`src/rtl/core/pdbs_pkg.sv`:
```
// Package for the pair difference search block: sizes, the sequencer state
// type and the request structure that goes to the element memory.
// No dependencies.
`default_nettype none

package pdbs_pkg;

  // Element store depth and derived widths.
  localparam int CAPACITY = 64;
  localparam int ADDR_W   = $clog2(CAPACITY);
  localparam int CNT_W    = $clog2(CAPACITY + 1);
  localparam int DATA_W   = 32;
  localparam int SUM_W    = DATA_W + 1;

  // Sequencer states.
  typedef enum logic [2:0] {
    ST_LOAD,
    ST_ELEM_RD,
    ST_ELEM,
    ST_PROBE,
    ST_CMP,
    ST_HIT,
    ST_NEXT,
    ST_DONE
  } state_t;

  // Access request from the sequencer to the element memory.
  typedef struct packed {
    logic              wr_en;
    logic [ADDR_W-1:0] wr_addr;
    logic [DATA_W-1:0] wr_data;
    logic              rd_en;
    logic [ADDR_W-1:0] rd_addr;
  } mem_req_t;

endpackage

`default_nettype wire

```
`src/rtl/core/pdbs_store.sv`:
```
// Element memory of the pair difference search: one write and one read port,
// read data registered.
// Depends on pdbs_pkg.
`default_nettype none

module pdbs_store (
  input  wire logic                      clk,
  input  wire pdbs_pkg::mem_req_t        req,
  output logic [pdbs_pkg::DATA_W-1:0]    rd_data
);
  import pdbs_pkg::*;

  logic [DATA_W-1:0] mem [CAPACITY];

  // Write port.
  always_ff @(posedge clk) begin
    if (req.wr_en) begin
      mem[req.wr_addr] <= req.wr_data;
    end
  end

  // Registered read port.
  always_ff @(posedge clk) begin
    if (req.rd_en) begin
      rd_data <= mem[req.rd_addr];
    end
  end

endmodule

`default_nettype wire

```
`src/rtl/core/pdbs_search.sv`:
```
// Sequencer of the pair difference search: loads the list into the element
// memory, runs one binary search per stored element and stages the results.
// Depends on pdbs_pkg; drives pdbs_store through a mem_req_t request.
`default_nettype none

module pdbs_search (
  input  wire logic                          clk,
  input  wire logic                          rst,
  input  wire logic [pdbs_pkg::DATA_W-1:0]   diff,
  // Input stream.
  input  wire logic                          in_valid,
  output logic                               in_ready,
  input  wire logic [pdbs_pkg::DATA_W-1:0]   in_value,
  input  wire logic                          in_last,
  // Element memory.
  output pdbs_pkg::mem_req_t                 req,
  input  wire logic [pdbs_pkg::DATA_W-1:0]   rd_data,
  // Result stream.
  output logic                               out_valid,
  input  wire logic                          out_ready,
  output logic [pdbs_pkg::DATA_W-1:0]        out_first,
  output logic [pdbs_pkg::SUM_W-1:0]         out_second,
  output logic                               out_pair,
  output logic                               out_end,
  output logic                               out_trunc
);
  import pdbs_pkg::*;

  state_t state, state_next;

  logic [CNT_W-1:0]  count, count_next;
  logic              overflow, overflow_next;
  logic [ADDR_W-1:0] idx, idx_next;
  logic [CNT_W-1:0]  lo, lo_next;
  logic [CNT_W-1:0]  hi_p1, hi_p1_next;
  logic [ADDR_W-1:0] mid, mid_next;
  logic [DATA_W-1:0] elem, elem_next;
  logic [SUM_W-1:0]  want, want_next;

  // Result held back until it is known whether it is the last of the run.
  logic              held_valid, held_valid_next;
  logic [DATA_W-1:0] held_first, held_first_next;
  logic [SUM_W-1:0]  held_second, held_second_next;

  logic              out_valid_next, out_pair_next, out_end_next, out_trunc_next;
  logic [DATA_W-1:0] out_first_next;
  logic [SUM_W-1:0]  out_second_next;

  logic              out_free;
  logic [CNT_W:0]    mid_sum;
  logic [SUM_W-1:0]  probe_val;
  logic              accept;

  assign out_free  = !out_valid || out_ready;
  assign in_ready  = (state == ST_LOAD);
  assign accept    = in_valid && in_ready;
  assign mid_sum   = {1'b0, lo} + {1'b0, hi_p1} - (CNT_W + 1)'(1);
  assign probe_val = {rd_data[DATA_W-1], rd_data};

  // Sequencer registers.
  always_ff @(posedge clk) begin
    if (rst) begin
      state      <= ST_LOAD;
      count      <= '0;
      overflow   <= 1'b0;
      held_valid <= 1'b0;
      out_valid  <= 1'b0;
    end else begin
      state      <= state_next;
      count      <= count_next;
      overflow   <= overflow_next;
      held_valid <= held_valid_next;
      out_valid  <= out_valid_next;
    end
  end

  // Payload registers.
  always_ff @(posedge clk) begin
    idx         <= idx_next;
    lo          <= lo_next;
    hi_p1       <= hi_p1_next;
    mid         <= mid_next;
    elem        <= elem_next;
    want        <= want_next;
    held_first  <= held_first_next;
    held_second <= held_second_next;
    out_first   <= out_first_next;
    out_second  <= out_second_next;
    out_pair    <= out_pair_next;
    out_end     <= out_end_next;
    out_trunc   <= out_trunc_next;
  end

  // Next state, memory requests and result staging.
  always_comb begin
    state_next       = state;
    count_next       = count;
    overflow_next    = overflow;
    idx_next         = idx;
    lo_next          = lo;
    hi_p1_next       = hi_p1;
    mid_next         = mid;
    elem_next        = elem;
    want_next        = want;
    held_valid_next  = held_valid;
    held_first_next  = held_first;
    held_second_next = held_second;
    out_valid_next   = out_valid && !out_ready;
    out_first_next   = out_first;
    out_second_next  = out_second;
    out_pair_next    = out_pair;
    out_end_next     = out_end;
    out_trunc_next   = out_trunc;
    req              = '0;
    req.wr_addr      = count[ADDR_W-1:0];
    req.wr_data      = in_value;
    req.rd_addr      = idx;

    case (state)
      // Store each element while there is room; a last mark starts the scan.
      ST_LOAD: begin
        idx_next = '0;
        if (accept) begin
          if (count < CNT_W'(CAPACITY)) begin
            req.wr_en  = 1'b1;
            count_next = count + CNT_W'(1);
          end else begin
            overflow_next = 1'b1;
          end
          if (in_last) begin
            state_next = ST_ELEM_RD;
          end
        end
      end
      // Fetch the element that begins a candidate pair.
      ST_ELEM_RD: begin
        req.rd_en   = 1'b1;
        req.rd_addr = idx;
        state_next  = ST_ELEM;
      end
      // Form the exact 33-bit target and open the search window.
      ST_ELEM: begin
        elem_next  = rd_data;
        want_next  = probe_val + {diff[DATA_W-1], diff};
        lo_next    = '0;
        hi_p1_next = count;
        state_next = ST_PROBE;
      end
      // Read the midpoint while the window is not empty.
      ST_PROBE: begin
        if (lo < hi_p1) begin
          mid_next    = mid_sum[ADDR_W:1];
          req.rd_en   = 1'b1;
          req.rd_addr = mid_sum[ADDR_W:1];
          state_next  = ST_CMP;
        end else begin
          state_next = ST_NEXT;
        end
      end
      // Compare the probed element and narrow the window.
      ST_CMP: begin
        if (probe_val == want) begin
          state_next = ST_HIT;
        end else if ($signed(probe_val) > $signed(want)) begin
          hi_p1_next = {1'b0, mid};
          state_next = ST_PROBE;
        end else begin
          lo_next    = {1'b0, mid} + CNT_W'(1);
          state_next = ST_PROBE;
        end
      end
      // Release the previous hit (not last) and hold the new one.
      ST_HIT: begin
        if (out_free) begin
          if (held_valid) begin
            out_valid_next  = 1'b1;
            out_first_next  = held_first;
            out_second_next = held_second;
            out_pair_next   = 1'b1;
            out_end_next    = 1'b0;
            out_trunc_next  = overflow;
          end
          held_valid_next  = 1'b1;
          held_first_next  = elem;
          held_second_next = want;
          state_next       = ST_NEXT;
        end
      end
      // Move to the next stored element or finish.
      ST_NEXT: begin
        if ({1'b0, idx} + CNT_W'(1) == count) begin
          state_next = ST_DONE;
        end else begin
          idx_next   = idx + ADDR_W'(1);
          state_next = ST_ELEM_RD;
        end
      end
      // Close the run with the held hit, or with an empty result.
      ST_DONE: begin
        if (out_free) begin
          out_valid_next  = 1'b1;
          out_first_next  = held_valid ? held_first : '0;
          out_second_next = held_valid ? held_second : '0;
          out_pair_next   = held_valid;
          out_end_next    = 1'b1;
          out_trunc_next  = overflow;
          held_valid_next = 1'b0;
          count_next      = '0;
          overflow_next   = 1'b0;
          state_next      = ST_LOAD;
        end
      end
      default: begin
        state_next = ST_LOAD;
      end
    endcase
  end

  // The fill count never passes the store depth.
  a_count_bound: assert property (@(posedge clk) disable iff (rst)
    count <= CNT_W'(CAPACITY))
    else $error("element count beyond capacity");

  // The search window stays inside the loaded list.
  a_window: assert property (@(posedge clk) disable iff (rst)
    (state == ST_PROBE) |-> (lo <= hi_p1 + CNT_W'(1)) && (hi_p1 <= count))
    else $error("search window out of range");

  // No result is held back while a list is being loaded.
  a_held_idle: assert property (@(posedge clk) disable iff (rst)
    in_ready |-> !held_valid)
    else $error("held result during load");

  // Closing a run clears the list and emits a final result.
  a_close: assert property (@(posedge clk) disable iff (rst)
    (state == ST_DONE && out_free) |=> (count == '0) && !overflow && out_valid && out_end)
    else $error("run not closed properly");

endmodule

`default_nettype wire

```
`src/rtl/core/pair_difference_binary_search.sv`:
```
// Pair difference search over a sorted list, top level.
// Loading accepts one element per cycle. After the last element each stored
// element is read, its target formed and a binary search run (at most 7 probes for
// 64 entries, one memory read each); the run then closes with a final result,
// and a stalled result stream holds the search while it waits.
// Synchronous active-high reset clears the list, flags, output valid and the
// difference register; the element memory itself is not cleared.
// Depends on pdbs_pkg, pdbs_store and pdbs_search.
`default_nettype none

module pair_difference_binary_search (
  input  wire logic         clk,
  input  wire logic         rst,
  // Configuration: target_difference.
  input  wire logic         cfg_we,
  input  wire logic [31:0]  cfg_wdata,
  // Input stream.
  input  wire logic         s_tvalid,
  output logic              s_tready,
  input  wire logic [31:0]  s_tdata,   // [31:0] element_value
  input  wire logic         s_tlast,   // is_last
  // Result stream.
  output logic              m_tvalid,
  input  wire logic         m_tready,
  output logic [71:0]       m_tdata,   // [31:0] first_value, [64:32] second_value, zero fill
  output logic [1:0]        m_tuser,   // [0] pair_valid, [1] truncated
  output logic              m_tlast    // end_of_run
);
  import pdbs_pkg::*;

  logic [DATA_W-1:0] target_difference;
  mem_req_t          req;
  logic [DATA_W-1:0] rd_data;
  logic [DATA_W-1:0] out_first;
  logic [SUM_W-1:0]  out_second;
  logic              out_pair;
  logic              out_trunc;

  // Difference register.
  always_ff @(posedge clk) begin
    if (rst) begin
      target_difference <= '0;
    end else if (cfg_we) begin
      target_difference <= cfg_wdata;
    end
  end

  pdbs_store u_store (
    .clk     (clk),
    .req     (req),
    .rd_data (rd_data)
  );

  pdbs_search u_search (
    .clk        (clk),
    .rst        (rst),
    .diff       (target_difference),
    .in_valid   (s_tvalid),
    .in_ready   (s_tready),
    .in_value   (s_tdata),
    .in_last    (s_tlast),
    .req        (req),
    .rd_data    (rd_data),
    .out_valid  (m_tvalid),
    .out_ready  (m_tready),
    .out_first  (out_first),
    .out_second (out_second),
    .out_pair   (out_pair),
    .out_end    (m_tlast),
    .out_trunc  (out_trunc)
  );

  // Pack the result fields onto the stream.
  assign m_tdata = {7'b0, out_second, out_first};
  assign m_tuser = {out_trunc, out_pair};

endmodule

`default_nettype wire
```
`config.mk`:
```
export PLATFORM = sky130hd
export DESIGN_NAME = pair_difference_binary_search
export DESIGN_NICKNAME = d
export VERILOG_FILES = /design/src/rtl/core/pdbs_pkg.sv /design/src/rtl/core/pdbs_store.sv /design/src/rtl/core/pdbs_search.sv /design/src/rtl/core/pair_difference_binary_search.sv
export SDC_FILE = /design/constraint.sdc
export NUM_CORES = 2
export LEC_CHECK = 0
export BUFFER_PORTS_ARGS = -buffer_cell sky130_fd_sc_hd__buf_2
export CAP_MARGIN = 20
export CORE_MARGIN = 2
export CORE_UTILIZATION = 50
export CTS_BUF_LIST = sky130_fd_sc_hd__clkbuf_16
export CTS_CLUSTER_DIAMETER = 40
export DETAILED_ROUTE_END_ITERATION = 16
export HOLD_SLACK_MARGIN = 0.1
export PLACE_DENSITY_LB_ADDON = 0.3
export SETUP_SLACK_MARGIN = 0.15
export SLEW_MARGIN = 40
export SYNTH_ARGS = -nofsm -noshare
export SYNTH_HDL_FRONTEND = slang
export SYNTH_SLANG_ARGS = --single-unit
```
`constraint.sdc`:
```
create_clock -name clk -period 8.1 [get_ports clk]
set_input_delay 1.62 -clock clk [delete_from_list [all_inputs] [get_ports clk]]
set_output_delay 1.62 -clock clk [all_outputs]
set_load 0.05 [all_outputs]
```
==> results_dict.tcl <==
set metrics [dict create \
    gp_congestion 0.896 \
    synth_fa_ha_area_share_pct 1.19 \
    drtAntennaViolNets 0 \
    holdBufCountCts 0 \
    cts.clk_slew.worst_paths_ns 0.06 \
    rsz0062_at_grt "no" \
    htree_levels 5 \
    cp_max_fo 54 \
    cts_buffers 297 \
    fin_crit_sh_pct 69.5 \
    synthCells 5300 \
    hold_slack_ns 0.411 \
    fp.dieArea_um2 186000 \
    grt_pass1_vias 51000 \
    cts_tree "yes" \
    fin_tns_setup_ns 0 \
    relSlewSlack_pct 40.0 \
    hp-class "register to register" \
    port_buffers 139 \
    drt_wl_total_um 252000 \
    clock-sinks 2349 \
    hold_viol 0 \
    worstMarginPinSlew_ns 0.899 \
    post_cts_resized 0 \
    wl_per_cell_um 30.7 \
    cts-root-buf "clkbuf_16" \
    pin_count 147 \
    multi_input_area_um2 20600 \
    grt_max_degree 141 \
    critPathArrivalTime_ns 6.27 \
    ys_seq_elements 2349 \
    power.leakage_nw 35.7 \
    synth_xor_area_share_pct 0.488 \
    final_cell_mix "edfxtp_1, nand2_1, clkbuf_16, a21oi_1, mux4_2" \
    vias_per_cell 6.28 \
    yosys.area_share.simple_pct 5.55 \
    synth_compound_area_share_pct 5.84 \
    maxSlewViolCount 0 \
    reg2reg_depth 12 \
    min_from "u_search.elem[23]$_DFFE_PP_" \
    insertion_delay_ns 0.94 \
    ys_warn_count 0 \
    r2r_setup_slack_ns 2.47 \
    final_common_cell "edfxtp_1" \
    num_vias 51600 \
    initial_core_util_pct 50.1 \
    drcViolationCount 0 \
    synth_edf_count 2304 \
    worst-setup-path-type "register to register" \
    areaGrowthSynthToFinish_pct 15.6 \
    dr.pass1.iters 6 \
    power_density_nw_per_um2 259 \
    drt_iter0_drc 6849 \
    ir_drop_mv 0.247 \
    grt_pass1_wl_um 359000 \
    grt_usage_pct 26.9 \
    worst_clock_skew_ns 0.0582 \
    rows 157 \
    netlist-cell-type-count 72 \
    critPathRequiredTime_ns 8.74 \
    seq_area_um2 70100 \
    synth_top_family_by_area "multiplexers" \
    crit_path_start_kind "register" \
    coreArea_um2 182000 \
    die_w_um 432 \
    status "finished clean" \
    hpwl_um 139000 \
    cts_buffer_depth 4 \
    synthFlopType "edfxtp_1" \
    nFillCells 13200 \
    antenna_found_initial 19 \
    fmax_mhz 178 \
    timing.rr.start "u_search.lo[5]$_SDFFCE_PN0P_" \
    post_cts_buffers 0 \
    setup_viol 0 \
    drive_gt1_share_pct 19.0 \
    syn_area_um2 91500 \
    die_h_um 432 \
    min_period_ns 5.63 \
    synth.avg_cell_area_um2 17.3 \
    asyncSetResetFlopFracSynth_pct 0 \
    critical_path.reg2reg.endpoint "u_store.rd_data[28]$_DFFE_PP_" \
    yosys-mux-area-fraction_pct 8.64 \
    worstSetupEndpointType "register" \
    holdPathStages 0 \
    fin_nets 5764 \
    grt-ovfl-total 0 \
    min_to "u_search.held_first[23]$_DFFE_PP_" \
    yosysSeqAreaShare_pct 76.6 \
    drv_cap 0 \
]
sequential cells by signal (all words and copies together), names as in the netlist, 3 cells and up:
name and flops:
u_search.held_first 32, u_search.hi_p1 7, u_search.held_second 33, u_store.rd_data 32, u_search.lo 7, u_search.state 3, u_search.mid 6, u_search.elem 32
u_search.out_first 32, target_difference 32, u_search.idx 6, u_search.want 33, u_store.mem 2048, u_search.out_second 33, u_search.count 7
worst max-delay path: stages, from the launching register on:
cell and delay, ns:
edfxtp_1 0.39, ha_1 0.21, or2_0 0.22, o221ai_1 0.25
o211ai_1 0.35, o21ai_1 0.36, and2_4 0.53, buf_4 0.56
buf_12 0.39, mux4_2 0.56, a22oi_1 0.20, nand3_1 0.65
and4_1 0.51
logic make-up after synthesis:
logic type,after synthesis
xor gates and xnor gates,51
adders and majority gates,86
AOI/OAI and AO/OA,844
and+or+nand+nor,1116
DFF,2349
muxes,475
other,1
buffers and inverters,378
per-layer routing:
metal | GRT usage [%] | vias up | share of wire [%]
li1 | - | 21600 | -
met3 | 6.42 | 610 | 10
met2 | 43.3 | 2944 | 48
met4 | 12.1 | 16 | 4.8
met1 | 34.8 | 26400 | 37
met5 | 0 | - | 0.044
stage by stage:
step	util [%]	area, um2	power, W	setup WS (ns)	instances
2_1_floorplan	-	91500	0.0143	0.887	5306
3_3_place_gp	52.5	95900	0.0148	2.27	7680
3_5_place_dp	52.6	96000	0.0149	2.32	7688
4_1_cts	57.8	106000	0.0275	2.27	8200
5_1_grt	57.9	106000	0.0280	2.25	8209
6_report	57.9	106000	0.0274	2.47	8217
cells in the mapped netlist (11+ instances only):
library cell     n  area (um2)
a2111oi_0       13         114
a211oi_1        93         698
a21o_1          24         180
a21oi_1        293        1470
a22oi_1         87         653
a31oi_1         95         594
a32oi_1         28         245
and2_1          71         444
and3_1          81         507
and4_1          29         254
buf_1           32         120
buf_2           53         265
buf_4           14         105
clkbuf_1       204         766
dfxtp_1         45         901
edfxtp_1      2304       69200
ha_1            84        1050
inv_1           73         274
mux2i_1        222        2220
mux4_2         252        5680
nand2_1        566        2120
nand3_1        147         736
nand4_1         11        68.8
nor2_1         160         601
o21ai_0         16        80.1
o21ai_1         37         185
o22ai_1         97         607
xnor2_1         36         315
xor2_1          15         131
final cells by class:
class                   count  area share (%)
diodes                     11          0.0260
clock buffers             304            7.19
clock inverters           208            1.81
inverters                  75           0.266
multi-input cells        2579            19.5
flip-flops and latches   2349            66.3
well taps                2385            2.82
repair buffers            306            2.13
how the worst max path moves through the flow:
stage	start	to	slack [ns]
2_1_floorplan	m_tready	u_search.held_first[0]$_DFFE_PP_	0.89
3_3_place_gp	u_search.lo[5]$_SDFFCE_PN0P_	u_store.rd_data[28]$_DFFE_PP_	2.27
3_5_place_dp	u_search.lo[1]$_SDFFCE_PN0P_	u_store.rd_data[17]$_DFFE_PP_	2.32
4_1_cts	u_search.hi_p1[0]$_DFFE_PP_	u_store.rd_data[17]$_DFFE_PP_	2.27
5_1_grt	u_search.lo[5]$_SDFFCE_PN0P_	u_store.rd_data[28]$_DFFE_PP_	2.25
6_report	u_search.lo[5]$_SDFFCE_PN0P_	u_store.rd_data[28]$_DFFE_PP_	2.47
report_power, final:
| group | internal (W) | total [W] | switching (W) |
|---|---|---|---|
| Clock | 0.00767 | 0.0127 | 0.00506 |
| Combinational | 0.000358 | 0.00118 | 0.000822 |
| Sequential | 0.0134 | 0.0135 | 0.0000531 |
Power figures use the tool's default switching activity.
